===== src/hw/rtl/srd_pkg.sv =====
// Shared constants and types for the signed restoring divider.
package srd_pkg;

  localparam int DATA_WIDTH_DEFAULT = 32;

  typedef struct packed {
    logic neg;
    logic dbz;
    logic ovf;
  } srd_flags_t;

endpackage


===== src/hw/rtl/srd_prep.sv =====
// Input stage: operand magnitudes, result sign and special-case flags.
module srd_prep #(
  parameter int DATA_WIDTH = srd_pkg::DATA_WIDTH_DEFAULT
) (
  input  logic                          clk,
  input  logic                          rst,
  input  logic                          in_valid,
  input  logic signed [DATA_WIDTH-1:0]  dividend,
  input  logic signed [DATA_WIDTH-1:0]  divisor,
  input  logic                          take,
  output logic                          ready,
  output logic                          valid,
  output logic        [DATA_WIDTH-1:0]  num,
  output logic        [DATA_WIDTH-1:0]  den,
  output srd_pkg::srd_flags_t           flags
);
  import srd_pkg::*;

  localparam logic [DATA_WIDTH-1:0] MinNeg = {1'b1, {(DATA_WIDTH-1){1'b0}}};

  logic [DATA_WIDTH-1:0] a_u;
  logic [DATA_WIDTH-1:0] b_u;
  logic [DATA_WIDTH-1:0] num_next;
  logic [DATA_WIDTH-1:0] den_next;
  srd_flags_t            flags_next;

  always_comb begin
    a_u              = dividend;
    b_u              = divisor;
    num_next         = a_u[DATA_WIDTH-1] ? (~a_u + 1'b1) : a_u;
    den_next         = b_u[DATA_WIDTH-1] ? (~b_u + 1'b1) : b_u;
    flags_next.neg   = a_u[DATA_WIDTH-1] ^ b_u[DATA_WIDTH-1];
    flags_next.dbz   = (b_u == '0);
    flags_next.ovf   = (a_u == MinNeg) && (b_u == '1);
  end

  assign ready = !valid || take;

  always_ff @(posedge clk) begin
    if (rst) begin
      valid <= 1'b0;
    end else if (ready) begin
      valid <= in_valid;
    end
  end

  always_ff @(posedge clk) begin
    if (ready && in_valid) begin
      num   <= num_next;
      den   <= den_next;
      flags <= flags_next;
    end
  end

endmodule


===== config.mk =====
export PLATFORM = sky130hd
export DESIGN_NAME = srd_prep
export DESIGN_NICKNAME = d
export VERILOG_FILES = /design/src/hw/rtl/srd_pkg.sv /design/src/hw/rtl/srd_prep.sv
export SDC_FILE = /design/constraint.sdc
export NUM_CORES = 1
export LEC_CHECK = 0
export BUFFER_PORTS_ARGS = -buffer_cell sky130_fd_sc_hd__buf_2
export CAP_MARGIN = 10
export CORE_AREA = 2 2 94 96
export CTS_CLUSTER_DIAMETER = 200
export CTS_CLUSTER_SIZE = 8
export DETAILED_ROUTE_END_ITERATION = 10
export DIE_AREA = 0 0 96 98
export PLACE_DENSITY = 0.76
export SETUP_SLACK_MARGIN = 0.4
export SLEW_MARGIN = 25
export SYNTH_ARGS = -nofsm -noshare
export SYNTH_HDL_FRONTEND = slang
export SYNTH_SLANG_ARGS = --single-unit

===== constraint.sdc =====
create_clock -name clk -period 2.7 [get_ports clk]
set_clock_uncertainty 0.15 [all_clocks]
set_input_delay 0 -clock clk [delete_from_list [all_inputs] [get_ports clk]]
set_output_delay 0 -clock clk [all_outputs]
set_load 0.01 [all_outputs]

=== After elaboration in Yosys (flattened, before gate mapping) ===
Index checks and enable logic that the tools add are counted.

* Bits in registers: 68
* Bits of input ports: 68
* Output and inout bits: 69
* Word-level logic and storage cells: 22

* Add/sub/neg operators: 2
* Eq/ne operators: 2
* Multiplexer cells: 2
* Bitwise operators: 3
* Reductions and logical operators: 5

{| class="wikitable"
|+ Operator list
! cell !! number
|-
| 32-bit by 1-bit adder with 32-bit output, second input constant || 2
|-
| 32-bit equality test, second input constant || 2
|-
| 32-bit inverter || 2
|-
| 31-bit 2-to-1 mux || 2
|-
| 32-bit logical NOT || 1
|-
| 1-bit logical AND || 2
|-
| 1-bit logical NOT || 1
|-
| 1-bit logical OR || 1
|-
| 1-bit XOR || 1
|}

=== Logic depth before layout (Yosys ltp) ===
* Depth after elaboration: 3
* Gate-level depth with buffers: 5
* Gate-level depth less buffers: 5

=== Worst setup path before layout ===
OpenSTA, ideal clock, no wires.

* Path type: register to register
* Start point: register valid
* End point: register den[0], enable pin
* Library setup time: 432 ps
* Data arrival time: 2095 ps
* Required time: 2118 ps
* Slack: 23 ps
* Stages on the path, launching flop included: 3
* Path buffers: 0
* Period minus slack after synthesis: 2677 ps
* Cells stage by stage: dfxtp_1 > nand2b_1 > and2_1

* Word-level cells in the longest chain between the ends: 3

{| class="wikitable"
|+ RTL lines
! what !! RTL line !! source
|-
| start, declared || srd_prep.sv:12 || <nowiki>output logic valid,</nowiki>
|-
| start signal, assigned || srd_prep.sv:43 || <nowiki>valid <= in_valid;</nowiki>
|-
| 1-bit logical NOT || srd_prep.sv:37 || <nowiki>assign ready = !valid || take;</nowiki>
|-
| 1-bit logical OR || srd_prep.sv:37 ||
|-
| named net ready || srd_prep.sv:11 || <nowiki>output logic ready,</nowiki>
|-
| 1-bit logical AND || srd_prep.sv:48 || <nowiki>if (ready && in_valid) begin</nowiki>
|-
| end signal, assigned || srd_prep.sv:50 || <nowiki>den <= den_next;</nowiki>
|-
| end, declared || srd_prep.sv:14 || <nowiki>output logic [DATA_WIDTH-1:0] den,</nowiki>
|}

The timed path passes the listed nets, and every way through them passes these cells.
A chain may end at the register's enable or synchronous reset.

=== Worst setup path after layout ===
* Start point: input port divisor[0]
* End point: register den[21] (data pin)

* Word-level cells in the longest chain between the ends: 3

{| class="wikitable"
|+ RTL lines
! what !! RTL line !! source
|-
| start, declared || srd_prep.sv:9 || <nowiki>input logic signed [DATA_WIDTH-1:0] divisor,</nowiki>
|-
| 32-bit inverter || srd_prep.sv:31 || <nowiki>den_next = b_u[DATA_WIDTH-1] ? (~b_u + 1'b1) : b_u;</nowiki>
|-
| 32-bit by 1-bit adder with 32-bit output || srd_prep.sv:31 ||
|-
| 31-bit 2-to-1 mux || srd_prep.sv:31 ||
|-
| named net den_next[21] || srd_prep.sv:24 || <nowiki>logic [DATA_WIDTH-1:0] den_next;</nowiki>
|}

The timed path passes the listed nets, and every way through them passes these cells.

==> impl_metrics.csv <==
group,metric,value,unit
status,status,"completed",
finish,fill_cells,616,
routing,via_per_inst,5.32,
worst_setup_path,critical_path_class,"input pin to flip-flop",
global_route,grt_max_degree,68,
timing,worstMarginPinSlew,0.616,ns
worst_setup_path,cp-start-kind,"input pin",
power_and_ir_drop,p_seq_frac,0.454,
min_path,hold_path_class,"input pin to flip-flop",
yosys,yosysTopAreaCellShare,0.544,
routing,ant_nets,0,
timing,rsz0062_at_grt,"yes",
placement,placed_area,4520,um^2
timing,setup-tns-final,0,ns
finish,area_growth,49.9,%
clock_tree,h-tree-depth,3,
clock_tree,cts.sinks,68,
finish,most-common-layout-cells,"136 x buf_2, 76 x dlygate4sd3_1, 67 x edfxtp_1, 57 x xnor2_1, 23 x nand2_1",
placement,dp.cells,535,
yosys,ys_ff_latch,68,
routing,dr_total_vias,3336,
timing,final_critical_path_setup_slack,0.523,ns
floorplan,design.core.area,8470,um^2
yosys,yosysWarnings,0,
yosys,syn_inst,297,
power_and_ir_drop,p_clk_frac,0.356,
job,timing.max_cap.violations,0,
worst_setup_path,crit_path_max_fanout,11,
clock_tree,clock-root-buffer,"clkbuf_8",
yosys,synth_area_per_cell,12.5,um^2
finish,diodes,0,
finish,final_cells,627,
power_and_ir_drop,leakagePower,2.09,nW
placement,port_buffers,136,
global_route,overflow,0,
yosys,yosysTopAreaCell,"edfxtp_1",
placement,gp_congestion,0.917,
floorplan,die_w,96,um
global_route,grt_pass1_wl,15.7,mm
timing,min_period_over_period,0.806,
finish,final_common_cell,"buf_2",
yosys,synth_nets,370,
finish,final_area,5550,um^2
power_and_ir_drop,power.total,2.84,mW
yosys,ys_types,37,
power_and_ir_drop,worst_ir_drop_vdd,0.261,mV
yosys,synth_ff_type,"edfxtp_1",
timing,max_clock_freq,459,MHz
timing,setup_viol,0,
clock_tree,clk_path_buf_depth,2,
yosys,netlist_top_cells_area,"edfxtp_1 54%, xnor2_1 13%, o41ai_1 3.3%",
clock_tree,numCtsBuffers,9,
floorplan,die-area,9410,um^2
routing,drt_pass1_iterations,4,
timing,finalCriticalPeriod,2.18,ns
clock_tree,clk-insertion-delay-late,0.34,ns
worst_setup_path,crit_arrival,2.12,ns
power_and_ir_drop,powerDensity,511,nW/um^2
power_and_ir_drop,switching_share,0.245,
power_and_ir_drop,p_int,2.14,mW
global_route,gr-usage-all-layers,0.216,
timing,max-slew-margin-rel,0.589,
clock_tree,cts_setup_buffers,0,
power_and_ir_drop,p_comb_frac,0.190,
yosys,ys_seq_area_frac,0.549,
yosys,async_flop_share,0,
routing,wirelength,10.0,mm
routing,wl_per_cell,16.0,um
worst_setup_path,worst_setup_path_end_kind,"flip-flop",
global_route,antenna_found_initial,0,
finish,drive_above_1_share,0.341,
floorplan,rows,34,
finish,final_util,0.655,
placement,dp_hpwl,6.64,mm
yosys,syn_area,3700,um^2
floorplan,start_util,0.437,
clock_tree,tritoncts,"done",
placement,pre_cts_slack,0.644,ns
power_and_ir_drop,p_switching,0.694,mW
clock_tree,clk_pin_slew,0.08,ns
worst_setup_path,required,2.64,ns
timing,finalHoldViolations,0,
global_route,first_global_vias,3303,
yosys,synth_edf_count,67,
timing,fin_hold_ws,0.0269,ns
timing,slew_violations,0,
routing,drtIter0Drc,112,
finish,nets,587,
floorplan,boundaryPins,137,
floorplan,die_h,98,um
routing,post-route-drc-count,0,
-- cells by family (layout without fill, tap and decap cells) --
kind of cell	count (synthesis)	count (layout)	synth area share
AOI/OAI and AO/OA	50	50	0.111
xor gates and xnor gates	59	59	0.140
adders and majority gates	5	5	0.0169
buffers and inverters	16	238	0.0162
DFF	68	68	0.549
and+or+nand+nor	99	99	0.167
-- state kept, by name (all words and copies together) (netlist names) --
| name | flops |
|---|---|
| den | 32 |
| num | 32 |
| flags | 3 |
| valid | 1 |
-- what timing repair did --
action | 4_1_cts | 5_1_grt
gates resized for setup | 0 | 5
hold buffers | 75 | 1
endpoints found under the hold margin | 67 | 1
setup endpoints to repair | 0 | 7
-- metal layers --
metal	global-route usage	vias up	routed length (um)
li1	-	1583	-
met1	0.259	1584	4040
met2	0.378	149	5130
met3	0.0409	20	615
met4	0.0824	0	246
met5	0	-	0
-- power by group through the flow --
stage          sequential, mW  clock (mW)  combinational [mW]
2_1_floorplan            1.36           0               0.176
3_3_place_gp             1.31           0               0.426
3_5_place_dp             1.31           0               0.435
4_1_cts                  1.29        1.03               0.528
5_1_grt                  1.30        1.07               0.586
6_report                 1.29        1.01               0.539
-- critical path: stages --
cell           delay (ns)
dlygate4sd3_1        0.55
buf_2                0.16
nor2_1               0.13
nand2_1              0.27
o41ai_2              0.33
xnor2_1              0.10
dlygate4sd3_1        0.56
-- Yosys cell counts (all sizes together), types with 4 or more instances --
cell     n
clkbuf   8
o31ai   15
nand4   11
nand3b   4
o21ai   13
o41ai   20
inv      7
nand2   23
nand4b   4
nand2b   9
nor3     7
nor2    11
nor4    11
edfxtp  67
ha       5
nand3    9
xnor2   57
-- path summary, 6_finish.rpt --
path,depth (start not counted),slack (ns),to,startpoint
setup / recovery,7,0.52,den[21],divisor[0]
hold / removal,3,0.03,num[10],dividend[9]
setup reg to reg,3,1.26,den[28],valid
hold reg to reg,3,0.87,num[22],valid
-- final cells by class --
cell class	instances	area [um^2]	area share
clock buffers	9	124	0.0223
multi-input cells	213	1640	0.295
well taps	108	135	0.0244
inverters	7	26.3	0.00474
clock inverters	7	115	0.0208
repair buffers	215	1480	0.266
flip-flops and latches	68	2030	0.366
Power figures use the tool's default switching activity.
