**config.mk**
```make
export PLATFORM = sky130hd
export DESIGN_NAME = srd_step
export DESIGN_NICKNAME = d
export VERILOG_FILES = /design/src/hw/rtl/srd_pkg.sv /design/src/hw/rtl/srd_step.sv
export SDC_FILE = /design/constraint.sdc
export NUM_CORES = 1
export LEC_CHECK = 0
export ABC_AREA = 1
export BUFFER_PORTS_ARGS = -buffer_cell sky130_fd_sc_hd__buf_2
export CORE_MARGIN = 3
export CORE_UTILIZATION = 52
export CTS_BUF_LIST = sky130_fd_sc_hd__clkbuf_8 sky130_fd_sc_hd__clkbuf_16
export DETAILED_ROUTE_END_ITERATION = 7
export PLACE_DENSITY = 0.82
export SYNTH_ARGS = -nofsm -noshare
export SYNTH_HDL_FRONTEND = slang
export SYNTH_SLANG_ARGS = --single-unit
```
**constraint.sdc**
```tcl
create_clock -name clk -period 9.3 [get_ports clk]
set_clock_uncertainty 0.15 [all_clocks]
set_input_delay 1.395 -clock clk [delete_from_list [all_inputs] [get_ports clk]]
set_output_delay 1.395 -clock clk [all_outputs]
set_load 0.03 [all_outputs]
```
**src/hw/rtl/srd_pkg.sv**
```systemverilog
// Shared constants and types for the signed restoring divider.
package srd_pkg;

  localparam int DATA_WIDTH_DEFAULT = 32;

  typedef struct packed {
    logic neg;
    logic dbz;
    logic ovf;
  } srd_flags_t;

endpackage

```
**src/hw/rtl/srd_step.sv**
```systemverilog
// One restoring division step: one quotient bit per pipeline stage.
module srd_step #(
  parameter int DATA_WIDTH = srd_pkg::DATA_WIDTH_DEFAULT
) (
  input  logic                   clk,
  input  logic                   rst,
  input  logic                   in_valid,
  input  logic [DATA_WIDTH-1:0]  rem_in,
  input  logic [DATA_WIDTH-1:0]  num_in,
  input  logic [DATA_WIDTH-1:0]  den_in,
  input  srd_pkg::srd_flags_t    flags_in,
  input  logic                   take,
  output logic                   ready,
  output logic                   valid,
  output logic [DATA_WIDTH-1:0]  rem,
  output logic [DATA_WIDTH-1:0]  num,
  output logic [DATA_WIDTH-1:0]  den,
  output srd_pkg::srd_flags_t    flags
);
  import srd_pkg::*;

  logic [DATA_WIDTH+1:0] diff;
  logic                  qbit;
  logic [DATA_WIDTH-1:0] rem_next;
  logic [DATA_WIDTH-1:0] num_next;

  always_comb begin
    diff     = {1'b0, rem_in, num_in[DATA_WIDTH-1]} - {2'b00, den_in};
    qbit     = !diff[DATA_WIDTH+1];
    rem_next = qbit ? diff[DATA_WIDTH-1:0] : {rem_in[DATA_WIDTH-2:0], num_in[DATA_WIDTH-1]};
    num_next = {num_in[DATA_WIDTH-2:0], qbit};
  end

  assign ready = !valid || take;

  always_ff @(posedge clk) begin
    if (rst) begin
      valid <= 1'b0;
    end else if (ready) begin
      valid <= in_valid;
    end
  end

  always_ff @(posedge clk) begin
    if (ready && in_valid) begin
      rem   <= rem_next;
      num   <= num_next;
      den   <= den_in;
      flags <= flags_in;
    end
  end

endmodule

```
### After elaboration in Yosys (flattened, before gate mapping)

Index checks and enable logic that the tools add are counted.

* $add $sub $neg: 1
* muxes and demuxes: 1
* reductions and logical operators: 4

Operator list (number)
* 33-bit by 32-bit subtractor with 34-bit output: 1
* 32-bit two-way mux: 1
* 1-bit logical NOT: 2
* 1-bit logical AND: 1
* 1-bit logical OR: 1

* input bits: 103
* logic and storage cells: 13
* register bits after elaboration: 100
* output and inout bits: 101

### Longest topological paths before layout

Gate-level depths: netlist of the first run.

* word-level depth: 3
* gate-level depth with buffers: 15

### Least setup slack after synthesis of the first run

OpenSTA, ideal clock, no wires.

* path type: input to register
* start: in in_valid
* end: reg den[0] (enable)
* stages on the path: 2
* required time: 8.561 ns
* path buffers: 0
* setup time: 0.589 ns
* arrival: 6.215 ns
* setup slack: 2.346 ns
* cell sequence: inv_1 -> a21oi_1

* word-level cells in the longest chain between the ends: 1

Ends and longest elaborated chain
* start, declared: line srd_step.sv:7 `input logic in_valid,`
* 1-bit logical AND: line srd_step.sv:45 `if (ready && in_valid) begin`
* end signal, assigned: line srd_step.sv:48 `den <= den_in;`
* end, declared: line srd_step.sv:17 `output logic [DATA_WIDTH-1:0] den,`

No other way between the ends.
A chain may end at the register's enable or synchronous reset.

### Worst setup path in the final report of the first run

* start: in rem_in[19]
* end: reg rem[16] (data pin)

* word-level cells in the longest chain between the ends: 2

Ends and longest elaborated chain
* start, declared: line srd_step.sv:8 `input logic [DATA_WIDTH-1:0] rem_in,`
* 33-bit by 32-bit subtractor with 34-bit output: line srd_step.sv:28 `diff = {1'b0, rem_in, num_in[DATA_WIDTH-1]} - {2'b00, den_in};`
* 32-bit two-way mux: line srd_step.sv:30 `rem_next = qbit ? diff[DATA_WIDTH-1:0] : {rem_in[DATA_WIDTH-2:0], num_in[DATA_WIDTH-1]};`
* via rem_next[16]: line srd_step.sv:24 `logic [DATA_WIDTH-1:0] rem_next;`
* end signal, assigned: line srd_step.sv:46 `rem <= rem_next;`
* end, declared: line srd_step.sv:15 `output logic [DATA_WIDTH-1:0] rem,`

The timed path passes the listed nets, and every way through them passes these cells.

==> results_dict.tcl, run 1 <==
set metrics [dict create \
    cts_post_setup_buffers_inserted 0 \
    number_of_antenna_violations_at_the_first_check_in_global_routing 0 \
    grt_pass1_wl_mm 24.3 \
    placed_cell_area_mm2 0.00729 \
    first_global_vias 4928 \
    reg2reg_setup_slack_ns 6.82 \
    timing.critical_path.arrival_ns 3.75 \
    number_of_buffers_inserted_during_clock_tree_synthesis 9 \
    synth.distinct_cells 31 \
    areaGrowthSynthToFinish_pct 23.3 \
    async_flop_share 0 \
    area_of_the_mapped_netlist_mm2 0.00615 \
    cts.sink_count 100 \
    clock_path_buffers 2 \
    worstHoldPathCells 2 \
    finalInstanceArea_mm2 0.00758 \
    synth-seq-area-share 0.487 \
    floorplan.rows 39 \
    worstReg2RegEnd "rem[28]$_DFFE_PP_" \
    worstPathCellList "buf_2, ha_1, nand2_2, inv_2, nand2_1, nand3_1, a21oi_2, nor2_1, nor2_4, nand2_8, nand2_1, nand2_1" \
    layout-drive-gt1-share 0.263 \
    place_inst 1082 \
    layout_min_cycle_time_ns 3.80 \
    critPathCaptureType "flop" \
    maxSlewViolCount 0 \
    rsz0062_at_grt "no" \
    multi_input_comb_area_mm2 0.00254 \
    whs_ns 0.383 \
    synth_enable_flop_cells 99 \
    vdd_ir_drop_max_mv 0.148 \
    max_fanout_on_critical_path 34 \
    post_cts_resize_count 0 \
    launching_point_of_the_worst_reg2reg_path "valid$_SDFFE_PP0N_" \
    syn-mean-instance-area_um2 8.27 \
    layout.cells.non_filler 1098 \
    seqCellArea_mm2 0.00299 \
    critPathSlowestCell "nor2_4" \
    grt_start_max_net_pins 71 \
    hold_path.startpoint "valid$_SDFFE_PP0N_" \
    path_clk_slew_ns 0.07 \
    final-hold-violation-count 0 \
    most_frequent_standard_cell_in_the_layout_excluding_fill_and_tap_cells "nand2_1" \
    timing_worst_setup_path_type "input pin to flop" \
    postSynthRegisterBits 100 \
    most-common-layout-cells "nand2_1, buf_2, inv_1" \
    finalNetCount 1086 \
    cp-start-kind "input pin" \
    gp_routability_congestion 0.943 \
    result_of_the_run "complete, no violations" \
    chipWidth_um 115 \
    iteration_0_drc_count_of_the_detailed_router 361 \
    initial_utilization 0.536 \
    fill_cells 1018 \
    fin_ws_ns 5.50 \
    area_leader_netlist "edfxtp_1" \
    placement.io_buffers 203 \
    vias 5341 \
    first_pass_iters 5 \
    final_critical_path_share_of_the_clock_period 0.408 \
    avgViaCountPerCell 4.86 \
    setup-tns-final_ns 0 \
    fp.dieH_um 115 \
    reg2reg_depth 2 \
    globalRouteTotalUtil 0.236 \
    wl_per_cell_um 14.3 \
    timing_worst_slew_pin_value_ns 0.939 \
    final-setup-viol-count 0 \
    antenna_left 0 \
    cts_tree "done" \
    hold_buffers 0 \
    synthesis.nets 880 \
    detail_route.drc_violations 0 \
    synthesis.instances 744 \
    cellPowerDensity_mw_per_mm2 166 \
    synth.yosys.warnings 0 \
    worst_hold_endpoint "valid$_SDFFE_PP0N_" \
    die-area_mm2 0.0132 \
    dp_hpwl_mm 12.6 \
    clock_latency_ns 0.35 \
    max-slew-margin-rel 0.372 \
    io_pins 204 \
    fmax_ghz 0.263 \
    cpPeakStageDelay_ns 0.65 \
    num_antenna_cells 0 \
    wirelength_mm 15.7 \
    worst-endpoint-required_ns 9.25 \
    fp.coreArea_mm2 0.0115 \
    synth_top_flop_cell "edfxtp_1" \
    synthTopCellsByArea "edfxtp_1, nand2_1, inv_1, ha_1, nand3_1" \
    synth_top_cell_area_share 0.483 \
    clockRootBuffer "clkbuf_16" \
    grt_overflow_total 0 \
    critical-path-top-cell-by-count "nand2_1" \
    cts_htree_levels 3 \
    p_leak_uw 0.00404 \
    worst_hold_check_path_type "flop to flop" \
    detailedPlace.worstSlack_ns 5.14 \
    max_cap_viol_count 0 \
]
-- stage by stage --
stage	total power, µW	util
floorplan	805	-
global placement	895	0.636
detailed placement	899	0.636
CTS	1260	0.661
global route	1320	0.661
finish	1260	0.661
-- power by group --
part           switching [µW]  internal [µW]  total, µW  leakage [µW]
logic                     234            106        340       0.00294
clock network             173            193        366      0.000139
registers                7.52            542        550      0.000968
total                     415            841       1260       0.00404
-- Yosys cell counts, drive strengths merged (5+ instances only) --
master and number:
nand2 271, inv 147, edfxtp 99, nand3 72, nor2 44, ha 32, a21oi 21, xor2 15
and2 10, buf 9, nand4 7, nand3b 5
-- critical path: cells and delay by family --
kind | cells | cell delay (ns)
compound gates | 1 | 0.20
fa+ha+maj | 1 | 0.36
buf+inv | 2 | 0.14
simple gates | 8 | 1.60
-- routing by layer --
metal,share of wire,global-route usage
met1,0.45,0.316
met2,0.46,0.399
met3,0.077,0.0384
met4,0.013,0.0665
met5,0,0
-- layout make-up --
cell class | instances | area share
clock inverters | 6 | 0.00726
clock buffers | 10 | 0.0315
well taps | 143 | 0.0236
inverters | 147 | 0.0728
multi-input cells | 488 | 0.335
repair buffers | 204 | 0.135
flip-flops and latches | 100 | 0.395
-- worst max-delay path by stage --
| stage | startpoint | end | depth (start not counted) |
|---|---|---|---|
| 2_1_floorplan | in_valid | den[0]$_DFFE_PP_ | 2 |
| 3_3_place_gp | rem_in[19] | rem[17]$_DFFE_PP_ | 12 |
| 3_5_place_dp | rem_in[19] | rem[0]$_DFFE_PP_ | 12 |
| 4_1_cts | rem_in[19] | rem[17]$_DFFE_PP_ | 12 |
| 5_1_grt | den_in[18] | rem[0]$_DFFE_PP_ | 13 |
| 6_report | rem_in[19] | rem[16]$_DFFE_PP_ | 12 |
-- state kept, by name, indices dropped and copies added, names as in the netlist --
name / count
den: 32
num: 32
rem: 32
flags: 3
valid: 1
-- cell families after synthesis --
| family | count (synthesis) | synth area share |
|---|---|---|
| simple gates | 415 | 0.300 |
| buf+inv | 156 | 0.102 |
| flops | 100 | 0.487 |
| fa+ha+maj | 33 | 0.0683 |
| compound gates | 25 | 0.0222 |
| xor+xnor | 15 | 0.0214 |
No activity file was read; power rests on OpenSTA's default activity.
==> run 2: changes to the inputs <==
- clock period: 9.3 -> 3.8 ns (I/O delays scaled with it)
==> run 2 against run 1 <==
Against the previous run:
- core utilization grew 0.20 points
- register-to-register slack lost 4.8 ns
- setup slack lost 4.4 ns
- cell count rose by 0.18%
- largest power group unchanged
- highest routed layer unchanged
==> results_dict.tcl, run 2 (synthesis gave the netlist of run 1 again) <==
set metrics [dict create \
    max-slew-margin-rel 0.413 \
    cts_tree "done" \
    clock_latency_ns 0.34 \
    final-hold-violation-count 0 \
    total_power_uw 3120 \
    fmax_ghz 0.369 \
    cellPowerDensity_mw_per_mm2 410 \
    critPathCaptureType "flop" \
    wirelength_mm 16.3 \
    most_frequent_standard_cell_in_the_layout_excluding_fill_and_tap_cells "nand2_1" \
    timing.critical_path.buf_inv 3 \
    iteration_0_drc_count_of_the_detailed_router 338 \
    finalNetCount 1088 \
    reg2reg_setup_slack_ns 2.03 \
    number_of_buffers_inserted_during_clock_tree_synthesis 9 \
    critPathLaunch "rem_in[7]" \
    cts_htree_levels 3 \
    final-setup-viol-count 0 \
    avgViaCountPerCell 4.95 \
    worst-endpoint-required_ns 3.75 \
    vdd_ir_drop_max_mv 0.342 \
    path_clk_slew_ns 0.07 \
    cpPeakStageDelay_ns 0.38 \
    hold_buffers 0 \
    number_of_antenna_violations_at_the_first_check_in_global_routing 0 \
    first_global_vias 5129 \
    power.internal_uw 2100 \
    clock_path_buffers 2 \
    result_of_the_run "complete, no violations" \
    areaGrowthSynthToFinish_pct 23.7 \
    worstSetupPathDepth 14 \
    p_comb_frac 0.268 \
    cp-start-kind "input pin" \
    grt_start_max_net_pins 69 \
    gp_routability_congestion 0.949 \
    clockRootBuffer "clkbuf_16" \
    timing.critical_path.arrival_ns 2.65 \
    setup-tns-final_ns 0 \
    wl_per_cell_um 14.8 \
    layout_min_cycle_time_ns 2.71 \
    antenna_left 0 \
    reg_top3 "den (32), num (32), rem (32)" \
    timing_worst_slew_pin_value_ns 0.881 \
    post_cts_resize_count 0 \
    worst_hold_check_path_type "input pin to flop" \
    max_fanout_on_critical_path 34 \
    grt_overflow_total 0 \
    setup.worst_path.end "rem[17]$_DFFE_PP_" \
    final_critical_path_share_of_the_clock_period 0.712 \
    globalRouteTotalUtil 0.246 \
    worstReg2RegEnd "rem[31]$_DFFE_PP_" \
    num_antenna_cells 0 \
    critPathSlowestCell "nand2_4" \
    critical-path-top-cell-by-count "nand2_1" \
    clkPwrFrac 0.300 \
    dp_hpwl_mm 12.8 \
    worst_path_dominant_cell_family "simple AND/OR/NAND/NOR gates" \
    vias 5443 \
    reg2reg_depth 2 \
    initial_utilization 0.536 \
    cts.sink_count 100 \
    launching_point_of_the_worst_reg2reg_path "valid$_SDFFE_PP0N_" \
    p_seq_frac 0.432 \
    fp.coreArea_mm2 0.0115 \
    cts_post_setup_buffers_inserted 0 \
    io_pins 204 \
    fp.dieH_um 115 \
    die-area_mm2 0.0132 \
    chipWidth_um 115 \
    first_pass_iters 5 \
    timing_worst_setup_path_type "input pin to flop" \
    placement.io_buffers 203 \
    p_sw_frac 0.326 \
    rsz0062_at_grt "no" \
    maxSlewViolCount 0 \
    layout-drive-gt1-share 0.263 \
    max_cap_viol_count 0 \
    floorplan.rows 39 \
    worstPathCellList "buf_2, ha_1, nand2_1, inv_2, nand2_1, nand2_1, inv_2, nand3_2, nand2_2, nand2_2, nand2_4, nand2_8, nand3_1, nand2_1" \
    most-common-layout-cells "nand2_1, buf_2, inv_1" \
    total_switching_power_uw 1020 \
    grt_pass1_wl_mm 25.4 \
    detail_route.drc_violations 0 \
    p_leak_uw 0.00406 \
]
[run 2: stage by stage]
step                std cells  hold WS [ns]  setup WS [ns]  instance area [µm²]  utilization
floorplan                 744         0.489          0.917                 6160            -
global placement         1084         0.367          0.816                 7300        0.637
detailed placement       1084         0.373          0.763                 7300        0.637
CTS                      1100         0.211           1.12                 7610        0.663
global route             1100         0.225          0.877                 7610        0.663
finish                   1100         0.219           1.09                 7610        0.663
[run 2: worst reg2reg max path, delay by kind of cell, from the launching register on]
kind	cells	cell delay, ns
AO/OA/AOI/OAI	1	0.16
buffers and inverters	1	0.70
flip-flops	1	0.34
[run 2: routing by layer]
metal  GRT usage  vias up  part of all wire
met5           0        -                 0
met4      0.0736        0             0.015
met3      0.0421       17             0.084
met2       0.418      211              0.47
met1       0.325     2444              0.43
li1            -     2771                 -
[run 2: power by group through the flow]
stage	Combinational, µW	Clock, µW	Sequential, µW
after floorplan	409	0	1550
after global placement	823	0	1370
after detailed placement	834	0	1370
after CTS	838	953	1350
after global routing	926	983	1360
final	838	936	1350
[run 2: worst min path at each step]
stage                  startpoint            endpoint  slack [ns]  cells past startpoint
2_1_floorplan                 rst  valid$_SDFFE_PP0N_        0.49                      1
3_3_place_gp   valid$_SDFFE_PP0N_  valid$_SDFFE_PP0N_        0.37                      2
3_5_place_dp   valid$_SDFFE_PP0N_  valid$_SDFFE_PP0N_        0.37                      2
4_1_cts                       rst  valid$_SDFFE_PP0N_        0.21                      2
5_1_grt                       rst  valid$_SDFFE_PP0N_        0.23                      2
6_report                      rst  valid$_SDFFE_PP0N_        0.22                      2
[run 2: area by class of cell]
type                    count  area (µm²)
multi-input cells         488        2540
fillers                  1013        3860
flip-flops and latches    100        2990
clock inverters             7        76.3
inverters                 147         552
clock buffers               9         225
well taps                 143         179
repair buffers            206        1040
