[src/hw/rtl/srd_pkg.sv]
// Shared constants and types for the signed restoring divider.
package srd_pkg;

  localparam int DATA_WIDTH_DEFAULT = 32;

  typedef struct packed {
    logic neg;
    logic dbz;
    logic ovf;
  } srd_flags_t;

endpackage

[src/hw/rtl/srd_post.sv]
// Output stage: sign fix-up, special-case select and output register.
module srd_post #(
  parameter int DATA_WIDTH = srd_pkg::DATA_WIDTH_DEFAULT
) (
  input  logic                          clk,
  input  logic                          rst,
  input  logic                          in_valid,
  input  logic        [DATA_WIDTH-1:0]  num_in,
  input  srd_pkg::srd_flags_t           flags_in,
  output logic                          ready,
  output logic                          out_valid,
  input  logic                          out_stall,
  output logic signed [DATA_WIDTH-1:0]  quotient,
  output logic                          overflow_saturated,
  output logic                          divide_by_zero
);
  import srd_pkg::*;

  localparam logic [DATA_WIDTH-1:0] MaxPos = {1'b0, {(DATA_WIDTH-1){1'b1}}};

  logic [DATA_WIDTH-1:0] q_next;

  always_comb begin
    if (flags_in.dbz) begin
      q_next = '1;
    end else if (flags_in.ovf) begin
      q_next = MaxPos;
    end else if (flags_in.neg) begin
      q_next = ~num_in + 1'b1;
    end else begin
      q_next = num_in;
    end
  end

  assign ready = !out_valid || !out_stall;

  always_ff @(posedge clk) begin
    if (rst) begin
      out_valid <= 1'b0;
    end else if (ready) begin
      out_valid <= in_valid;
    end
  end

  always_ff @(posedge clk) begin
    if (ready && in_valid) begin
      quotient           <= q_next;
      overflow_saturated <= flags_in.ovf && !flags_in.dbz;
      divide_by_zero     <= flags_in.dbz;
    end
  end

endmodule

[config.mk]
export PLATFORM = sky130hd
export DESIGN_NAME = srd_post
export DESIGN_NICKNAME = d
export VERILOG_FILES = /design/src/hw/rtl/srd_pkg.sv /design/src/hw/rtl/srd_post.sv
export SDC_FILE = /design/constraint.sdc
export NUM_CORES = 1
export LEC_CHECK = 0
export BUFFER_PORTS_ARGS = -buffer_cell sky130_fd_sc_hd__buf_2
export CAP_MARGIN = 20
export CORE_MARGIN = 2
export CORE_UTILIZATION = 41
export CTS_BUF_LIST = sky130_fd_sc_hd__clkbuf_4
export CTS_CLUSTER_DIAMETER = 200
export DETAILED_ROUTE_END_ITERATION = 8
export PLACE_DENSITY = 0.68
export REMOVE_ABC_BUFFERS = 1
export SYNTH_ARGS = -nofsm -noshare
export SYNTH_HDL_FRONTEND = slang
export SYNTH_SLANG_ARGS = --single-unit
[constraint.sdc]
create_clock -name clk -period 2.8 [get_ports clk]
set_clock_uncertainty 0.15 [all_clocks]
set_input_delay 0.28 -clock clk [delete_from_list [all_inputs] [get_ports clk]]
set_output_delay 0.28 -clock clk [all_outputs]
set_load 0.05 [all_outputs]
Yosys cells after proc, flatten, opt, wreduce, memory -nomap -nowiden --
Index checks and enable logic that the tools add are counted.
Word-level totals: register bits 35, input port bits 39, word-level logic and storage cells 16
Cells by class: add/sub/neg operators 1, reduce and logical (&&, ||, !) cells 7, muxes and demuxes 2, bitwise gates (word level) 1
Operator list (number):
- $mux W32 | 2
- $add A32 B1 Y32 const B | 1
- $not A32 Y32 | 1
- $logic_not A1 Y1 | 3
- $logic_and A1 B1 Y1 | 2
- $reduce_or A2 Y1 | 1
- $logic_or A1 B1 Y1 | 1

Longest topological paths before layout --
Gate-level depths: netlist of the first run.
depth after elaboration 4, gate-level depth with buffers 7

Worst setup path after synthesis of the first run --
Ideal clock, no wire load.
path kind register -> register, start register out_valid, end register divide_by_zero (enable), data arrival time 1.840 ns, stages on the path, launching flop included 3, clock period less this slack 2.385 ns, required time 2.256 ns, setup slack 0.415 ns, cell sequence dfxtp_1 > nand2_1 > and2_1
On the way: cells in the longest elaborated chain, start to end 3
RTL lines:
- from (decl) | line srd_post.sv:11 | output logic out_valid,
- from (signal assigned) | line srd_post.sv:41 | out_valid <= in_valid;
- $logic_not A1 Y1 | line srd_post.sv:35 | assign ready = !out_valid || !out_stall;
- $logic_or A1 B1 Y1 | line srd_post.sv:35
- named net ready | line srd_post.sv:10 | output logic ready,
- $logic_and A1 B1 Y1 | line srd_post.sv:46 | if (ready && in_valid) begin
- to (signal assigned) | line srd_post.sv:49 | divide_by_zero <= flags_in.dbz;
- to (decl) | line srd_post.sv:15 | output logic divide_by_zero
The timed path passes the listed nets, and every way through them passes these cells. A chain may end at the register's enable or synchronous reset.

Final worst setup path of the first run --
start input port num_in[0], end register quotient[28] (data pin)
On the way: cells in the longest elaborated chain, start to end 3
RTL lines:
- from (decl) | line srd_post.sv:8 | input logic [DATA_WIDTH-1:0] num_in,
- $not A32 Y32 | line srd_post.sv:29 | q_next = ~num_in + 1'b1;
- $add A32 B1 Y32 | line srd_post.sv:29
- $mux W32 | line srd_post.sv:28 | end else if (flags_in.neg) begin
- to (signal assigned) | line srd_post.sv:47 | quotient <= q_next;
- to (decl) | line srd_post.sv:13 | output logic signed [DATA_WIDTH-1:0] quotient,
Every way passes these cells.

==> out/qor.csv, run 1 <==
stage,metric,value,unit
placement,dp.cells,317,
cts,hold_buffers,2,
layout,mostFrequentLayoutCells,"buf_2 (74), nand2_1 (44), edfxtp_1 (34)",
timing,fin_crit_sh,71.36,%
timing,rsz0062_at_grt,false,
placement,hpwl,3168,um
placement,io_buffers,74,
cts,cts_root_buffer,clkbuf_4,
cts,post-cts-setup-buffers,0,
power_and_ir_drop,p_leak,0.9579,nW
power_and_ir_drop,ir_drop,196.6,uV
global_routing,grt_use_total,16.80,%
run_status,status,"complete, no violations",
yosys,synth_top_area_share,50.68,%
routing,wl_per_cell,13.63,um
timing,finalSetupViolCount,0,
global_routing,grt-ovfl-total,0,
global_routing,grt_max_degree,35,
layout,fin_nets,300,
yosys,synth_top_family_by_area,simple AND/OR/NAND/NOR gates,
layout,multi_input_area,930.9,um2
flow_run,drv_cap,0,
timing,setup_tns,0,ns
cts,clockBufferDepth,2,
global_routing,antenna_found_initial,0,
timing,maxSlewHeadroom,59.75,%
yosys,synth_area,2014,um2
floorplan,pin_count,75,
routing,drtIter0Drc,79,
routing,drtAntennaViolNets,0,
cts,postCtsResizedCells,0,
critical_path,reg2reg_depth,3,
cts,clk_pin_slew,0.12,ns
yosys,synth-seq-cells,35,
min_path,hold_path_startpoint,num_in[0],
critical_path,reg2reg_from,out_valid,
timing,max_freq,500.5,MHz
placement,place_congestion,0.7685,
yosys,synth_area_per_cell,11.25,um2
cts,htreeDepth,2,
yosys,ys_seq_area_share,51.68,%
global_routing,grt_pass1_wl,7086,um
floorplan,core_area,4723,um2
critical_path,worst-setup-path-type,in2reg,
yosys,synth-xor-area-share,13.04,%
yosys,ys.flop_type,edfxtp_1,
min_path,min_delay_path_depth,3,
critical_path,crit_path_max_fanout,7,
floorplan,dieArea,5490,um2
cts,cts_tree,yes,
timing,maxSlewViolCount,0,
min_path,holdPathEnd,quotient[0],
routing,drt_first_pass_iters,4,
critical_path,rr_endpoint,quotient[29],
critical_path,cp-end-kind,register,
min_path,holdCritPathClass,in2reg,
critical_path,arrival,1.96,ns
cts,cts-buffers-inserted,5,
yosys,async_flop_share,0,%
floorplan,dieWidth,74.10,um
layout,fin_cells,328,
routing,drc,0,
yosys,post_synth_num_cell_types,35,
layout,seqCellArea,1041,um2
layout,syn2layout_area_growth,26.77,%
yosys,yosysTopAreaCell,edfxtp_1,
layout,layout_commonest_cell,buf_2,
critical_path,crit_path_start_kind,input port,
timing,whs,0.08545,ns
layout,layout-drive-gt1-share,39.08,%
yosys,synthCells,179,
yosys,synth_compound_area_share,12.42,%
timing,finalHoldViolCount,0,
critical_path,crit_required,2.76,ns
cts,clk_latency,0.34,ns
timing,finalCriticalPeriod,1.998,ns
yosys,synthMuxAreaShare,0,%
floorplan,initial_core_util,42.65,%
timing,worstMarginPinSlew,0.6038,ns
floorplan,die_h,74.10,um
yosys,yosys_warnings,0,
routing,wirelength,4472,um
yosys,synth-simple-area-share,20.00,%
layout,diodes,0,
routing,via_per_inst,4.948,
power_and_ir_drop,cellPowerDensity,457.7,nW/um2
yosys,synth_adder_area_share,0.6211,%
layout,fillers,436,
yosys,synth_edf_count,34,
critical_path,worst-r2r-setup-slack,1.38,ns
routing,vias,1623,
cts,cts_sinks,35,
yosys,yosys-top-cells-area,"edfxtp_1 (51%), xor2_1 (13%), nand2_1 (8.2%), o41ai_2 (5.7%), o41ai_1 (2.2%)",
global_routing,grt_pass1_vias,1499,
floorplan,rows,25,
[report_power, final]
part	switching [mW]	internal [mW]
sequential	0.00561	0.605
combinational	0.194	0.0838
clock	0.186	0.0935
[how the worst max path moves through the flow]
| stage | from | endpoint | cells past startpoint |
|---|---|---|---|
| 2_1_floorplan | out_valid | divide_by_zero | 2 |
| 3_3_place_gp | num_in[0] | quotient[28] | 8 |
| 3_5_place_dp | num_in[0] | quotient[28] | 8 |
| 4_1_cts | num_in[0] | quotient[28] | 8 |
| 5_1_grt | num_in[0] | quotient[28] | 8 |
| 6_report | num_in[0] | quotient[28] | 8 |
[logic make-up after synthesis]
logic type,count (synthesis)
and+or+nand+nor,76
DFF,35
xor gates and xnor gates,30
AOI/OAI and AO/OA,27
buffers and inverters,10
adders and majority gates,1
[critical path, stage by stage]
cell and delay [ns]:
buf_2 0.11, inv_1 0.07, ha_1 0.21, nor4b_2 0.35
nand4_2 0.29, o41ai_1 0.40, xor2_1 0.18, nand2_1 0.06
[cells in the mapped netlist, types with 3 or more instances]
library cell  instances
edfxtp_1             34
xor2_1               29
o21ai_1               7
or3_1                 3
nand3b_1              4
nand2_1              44
o41ai_1               5
o41ai_2               7
o31ai_1               5
nor3_1                3
clkbuf_1              5
nor2_1                6
[layer usage]
layer	vias up	wire, um	track usage, %
li1	816	-	-
met1	753	2044	22.84
met2	48	2121	26.59
met3	6	237	3.523
met4	0	68	6.061
met5	-	0	0
[cell type report]
cell class | instances | area share [%]
flip-flops and latches | 35 | 40.76
clock inverters | 3 | 0.5879
multi-input cells | 134 | 36.45
repair buffers | 82 | 17.15
clock buffers | 5 | 1.470
inverters | 2 | 0.2940
well taps | 67 | 3.283
[through the flow]
step / util (%) / worst slack, ns / power (mW) / cell area (um2)
4_1_cts: 53.85 / 0.7870 / 1.176 / 2544
6_report: 54.07 / 0.8021 / 1.169 / 2554
3_3_place_gp: 52.32 / 0.4226 / 0.8963 / 2471
3_5_place_dp: 52.32 / 0.4167 / 0.8989 / 2471
2_1_floorplan: - / 0.4154 / 0.8012 / 1977
5_1_grt: 54.07 / 0.5996 / 1.219 / 2554
[registers in the layout, summed over array words and instances (netlist names)]
signal and cells:
divide_by_zero 1, overflow_saturated 1, quotient 32, out_valid 1
Note: power is estimated with default switching activity, not from simulation.
==> run 2, diff against run 1 <==
ABC_AREA = 1   (was default)
PLACE_DENSITY = 0.7   (was 0.68)
clock period = 1.7 ns   (was 2.8 ns; I/O delays follow)
==> run 2 against run 1 <==
Against the previous run: global-route usage up 1.6 points; final cell count up 33%; final area up 11%; register-to-register slack worse by 1.0 ns; via count up 31%; synthesized cell count up 58%; non-clock buffer count up 2; critical path depth down 2; combinational power up 85%.
==> out/qor.csv, run 2 <==
stage,metric,value,unit
run_status,status,"complete, no violations",
global_routing,grt_use_total,18.40,%
timing,finalSetupViolCount,0,
timing,max_freq,646.9,MHz
timing,finalCriticalPeriod,1.546,ns
critical_path,cp.depth,6,
critical_path,cpPeakStageDelay,0.55,ns
yosys,async_flop_share,0,%
placement,io_buffers,74,
routing,wl_per_cell,12.17,um
critical_path,reg2reg_from,out_valid,
min_path,holdCritPathClass,in2reg,
min_path,min_delay_path_depth,3,
layout,fin_nets,405,
floorplan,initial_core_util,43.15,%
cts,cts-buffers-inserted,5,
yosys,synth_area_per_cell,7.964,um2
global_routing,grt_pass1_vias,1993,
routing,drc,0,
layout,fin_area,2826,um2
yosys,yosys_warnings,0,
placement,place_congestion,0.8560,
cts,cts_tree,yes,
placement,hpwl,3970,um
yosys,synth_common_cells,"nand2_1 (61), nand3_1 (48), nor2_1 (35), edfxtp_1 (34), inv_1 (30)",
timing,whs,0.01295,ns
layout,diodes,0,
layout,largest_reg_flops,32,
critical_path,crit_path_max_fanout,32,
yosys,synth-seq-cells,35,
power_and_ir_drop,power,1.961,mW
critical_path,slowest_stage,dlygate4sd3_1,
floorplan,pin_count,75,
floorplan,dieArea,6086,um2
cts,cts_root_buffer,clkbuf_4,
routing,wirelength,5306,um
routing,met1Wirelength,2521,um
critical_path,worst-setup-path-type,in2reg,
layout,syn2layout_area_growth,25.85,%
routing,drtAntennaViolNets,0,
critical_path,rr_endpoint,out_valid,
critical_path,cp_cell_sequence,"dlygate4sd3_1, buf_2, nor2_2, buf_12, a21boi_0, o21ai_0",
yosys,synth_edf_count,34,
power_and_ir_drop,p_leak,1.178,nW
layout,layout-drive-gt1-share,30.60,%
layout,fillers,504,
critical_path,crit_required,1.65,ns
cts,post-cts-setup-buffers,0,
critical_path,cp-end-kind,register,
routing,wl_met3,265,um
floorplan,core_area,5205,um2
cts,htreeDepth,2,
placement,dpl_cell_area,2724,um2
layout,mostFrequentLayoutCells,"buf_2 (74), nand2_1 (61), nand3_1 (48)",
cts,clk_pin_slew,0.11,ns
timing,setup_tns,0,ns
min_path,holdPathEnd,quotient[13],
timing,finalHoldViolCount,0,
routing,highest_layer,met4,
routing,dr_wl_met2,2452,um
yosys,synth_top_area_share,45.46,%
timing,fin_crit_sh,90.93,%
layout,layout_commonest_cell,buf_2,
routing,via_per_inst,4.867,
cts,postCtsResizedCells,0,
cts,hold_buffers,5,
yosys,synth_area,2246,um2
floorplan,dieWidth,78.01,um
yosys,yosys-top-cells-area,"edfxtp_1 (45%), nand3_1 (11%), nand2_1 (10%), nor2_1 (5.8%), inv_1 (5.0%)",
flow_run,drv_cap,0,
critical_path,arrival,1.49,ns
global_routing,antenna_found_initial,0,
yosys,ys.flop_type,edfxtp_1,
yosys,ys_seq_area_share,46.35,%
timing,rsz0062_at_grt,false,
global_routing,grt_pass1_wl,8887,um
yosys,yosysTopAreaCell,edfxtp_1,
layout,regMostFlops,quotient,
critical_path,crit_path_start_kind,input port,
global_routing,grt_max_degree,35,
timing,maxSlewViolCount,0,
routing,drt_first_pass_iters,5,
power_and_ir_drop,ir_drop,458.7,uV
global_routing,grt-ovfl-total,0,
floorplan,die_h,78.01,um
cts,clockBufferDepth,2,
routing,vias,2122,
yosys,synth_most_common_cell,nand2_1,
power_and_ir_drop,cellPowerDensity,693.9,nW/um2
timing,maxSlewHeadroom,78.51,%
min_path,hold_path_startpoint,num_in[13],
routing,drtIter0Drc,109,
critical_path,path_delay_family,buffers and inverters,
cts,clk_latency,0.34,ns
layout,utilization,54.30,%
timing,worstMarginPinSlew,0.3189,ns
critical_path,worst-r2r-setup-slack,0.34,ns
critical_path,critPathBufInv,3,
yosys,synthCells,282,
floorplan,rows,26,
yosys,post_synth_num_cell_types,31,
critical_path,reg2reg_depth,3,
cts,cts_sinks,35,
[run 2: cell types whose count changed in the layout (fill, tap and decap cells not counted), sizes merged, moves of 3 or more]
cell and delta:
o41ai -12, a21o +3, xor2 -29, or3 -3, o21ai +11, nor4 -4, nand2 +25, nand4 +7
nor2 +37, nand3 +48, inv +29, o31ai -5, a21boi +5
[run 2: cells by family (layout without fill, tap and decap cells)]
logic type	Yosys count	in the layout	synth area share (%)
and+or+nand+nor	176	176	36.71
AOI/OAI and AO/OA	31	31	8.691
DFF	35	35	46.35
adders and majority gates	1	1	0.5570
buffers and inverters	39	123	7.688
[run 2: tightest hold or removal path: cells and delay by family]
family / cells / cell delay, ns
AND/OR/NAND/NOR: 2 / 0.13
buffers and inverters: 1 / 0.11
[run 2: worst max path at each step]
stage | from | end | slack [ns]
2_1_floorplan | out_valid | divide_by_zero | -1.10
4_1_cts | flags_in[0] | quotient[9] | 0.19
3_3_place_gp | num_in[1] | quotient[16] | 0.06
3_5_place_dp | num_in[1] | quotient[16] | 0.002
5_1_grt | flags_in[0] | quotient[9] | 0.07
6_report | flags_in[0] | quotient[9] | 0.15
[run 2: through the flow]
step	setup slack (ns)	std cells
finish	0.1543	436
global route	0.06662	436
CTS	0.1883	436
detailed placement	0.001574	423
global placement	0.06382	423
floorplan	-1.103	274
[run 2: final cells by class]
class / instances / area, um2 / area share (%)
clock buffers: 5 / 37.54 / 1.328
clock inverters: 3 / 15.01 / 0.5312
inverters: 31 / 116.4 / 4.117
multi-input cells: 208 / 1046 / 37.01
flip-flops and latches: 35 / 1041 / 36.83
well taps: 70 / 87.58 / 3.099
repair buffers: 84 / 483.0 / 17.09
[run 2: power breakdown]
| part | internal (mW) | switching [mW] | leakage (nW) | total (mW) |
|---|---|---|---|---|
| clock | 0.154 | 0.289 | 0.0347 | 0.443 |
| sequential | 0.995 | 0.00907 | 0.298 | 1.00 |
| combinational | 0.153 | 0.361 | 0.845 | 0.514 |
[run 2: metal layers]
layer | vias to the layer above | GRT usage [%]
li1 | 1121 | -
met1 | 943 | 24.63
met2 | 52 | 30.52
met3 | 6 | 3.448
met4 | 0 | 5.439
met5 | - | 0
==> run 3, diff against run 2 <==
CORE_ASPECT_RATIO = 0.5   (was default)
==> run 3 against run 2 <==
Against the previous run: largest power group unchanged; critical path type unchanged; largest cell class unchanged; flip-flop and latch count stayed put; register-to-register slack about the same; final area increased by 0.27%; highest routed layer unchanged.
==> out/qor.csv, run 3 (synthesis results as in run 2) <==
stage,metric,value,unit
run_status,status,"complete, no violations",
min_path,hold_path_startpoint,num_in[17],
cts,clockBufferDepth,2,
cts,cts_tree,yes,
critical_path,rr_endpoint,out_valid,
floorplan,core_area,5090,um2
layout,seqCellArea,1041,um2
cts,htreeDepth,2,
timing,max_freq,641.8,MHz
layout,largest_reg_flops,32,
timing,finalCriticalPeriod,1.558,ns
placement,hpwl,4192,um
cts,cts_sinks,35,
floorplan,initial_core_util,44.12,%
timing,whs,0.01198,ns
global_routing,grt-ovfl-total,0,
critical_path,cp-end-kind,register,
floorplan,die_h,56.34,um
power_and_ir_drop,cellPowerDensity,698.5,nW/um2
floorplan,dieWidth,108.7,um
global_routing,grt_max_degree,35,
global_routing,grt_pass1_vias,1980,
layout,layout-drive-gt1-share,30.25,%
placement,io_buffers,74,
timing,maxSlewHeadroom,77.96,%
routing,drtAntennaViolNets,0,
timing,setup_tns,0,ns
layout,syn2layout_area_growth,26.18,%
routing,drc,0,
timing,rsz0062_at_grt,false,
layout,fin_area,2834,um2
layout,diodes,0,
timing,fin_crit_sh,91.66,%
routing,drt_first_pass_iters,4,
routing,wirelength,5633,um
cts,cts-buffers-inserted,5,
placement,dpl_cell_area,2731,um2
min_path,holdPathEnd,quotient[17],
cts,clk_pin_slew,0.12,ns
cts,cts_root_buffer,clkbuf_4,
timing,worstMarginPinSlew,0.3284,ns
critical_path,reg2reg_depth,3,
power_and_ir_drop,power,1.980,mW
layout,fillers,465,
floorplan,dieArea,6122,um2
layout,regMostFlops,quotient,
layout,multi_input_area,1046,um2
routing,wl_per_cell,12.89,um
power_and_ir_drop,p_leak,1.174,nW
routing,vias,2210,
layout,layout_commonest_cell,buf_2,
critical_path,arrival,1.50,ns
min_path,min_delay_path_depth,3,
global_routing,antenna_found_initial,0,
layout,mostFrequentLayoutCells,"buf_2 (74), nand2_1 (61), nand3_1 (48)",
critical_path,crit_path_start_kind,input port,
layout,fin_nets,406,
floorplan,pin_count,75,
routing,drtIter0Drc,117,
power_and_ir_drop,ir_drop,311.6,uV
min_path,holdCritPathClass,in2reg,
critical_path,reg2reg_from,out_valid,
timing,finalHoldViolCount,0,
cts,post-cts-setup-buffers,0,
critical_path,crit_path_max_fanout,32,
global_routing,grt_pass1_wl,8838,um
floorplan,rows,18,
timing,finalSetupViolCount,0,
critical_path,worst-setup-path-type,in2reg,
critical_path,crit_required,1.64,ns
layout,utilization,55.68,%
cts,clk_latency,0.33,ns
timing,maxSlewViolCount,0,
global_routing,grt_use_total,18.33,%
flow_run,drv_cap,0,
routing,via_per_inst,5.057,
placement,place_congestion,0.8893,
critical_path,worst-r2r-setup-slack,0.34,ns
## run 3: changes by cell type in the layout (fill, tap and decap cells not counted), sizes merged
cell	change
buf	+1
clkinv	-1
clkinvlp	+1
## run 3: layout make-up
| type | count | area share (%) |
|---|---|---|
| clock inverters | 3 | 0.5298 |
| flip-flops and latches | 35 | 36.73 |
| well taps | 70 | 3.091 |
| inverters | 31 | 4.106 |
| multi-input cells | 208 | 36.91 |
| repair buffers | 85 | 17.31 |
| clock buffers | 5 | 1.325 |
## run 3: what timing repair did
action / in CTS / in global routing
hold endpoints to repair: 5 / 0
endpoints found under the setup margin: 0 / 0
gates resized for setup: 0 / 0
hold buffers: 5 / 0
## run 3: worst max-delay path, stage by stage
cell	delay (ns)
dlygate4sd3_1	0.54
buf_2	0.15
nor2_2	0.12
buf_12	0.20
a21boi_0	0.18
o21ai_0	0.12
## run 3: metal layers
metal  part of all wire, %  global-route usage (%)
met5                     0                       0
met4                  0.48                   3.297
met3                   7.2                   4.878
met2                    47                   31.61
met1                    45                   23.40
## run 3: how the worst max path moves through the flow
stage	start	end	slack, ns	cells after the start
floorplan	out_valid	divide_by_zero	-1.10	1
global placement	num_in[1]	quotient[16]	0.04	10
detailed placement	num_in[1]	quotient[16]	0.007	10
CTS	flags_in[0]	quotient[5]	0.16	6
global route	flags_in[0]	quotient[10]	0.07	6
finish	flags_in[1]	quotient[5]	0.14	6
## run 3: through the flow
step           std cells  setup WS, ns
2_1_floorplan        274        -1.103
3_3_place_gp         424       0.04087
3_5_place_dp         424      0.006645
4_1_cts              437        0.1563
5_1_grt              437       0.06510
6_report             437        0.1418
## run 3: power by group
group / switching, mW / internal [mW] / leakage, nW / total, mW
Sequential: 0.00990 / 0.995 / 0.298 / 1.00
Combinational: 0.367 / 0.155 / 0.850 / 0.521
Clock: 0.302 / 0.152 / 0.0263 / 0.453
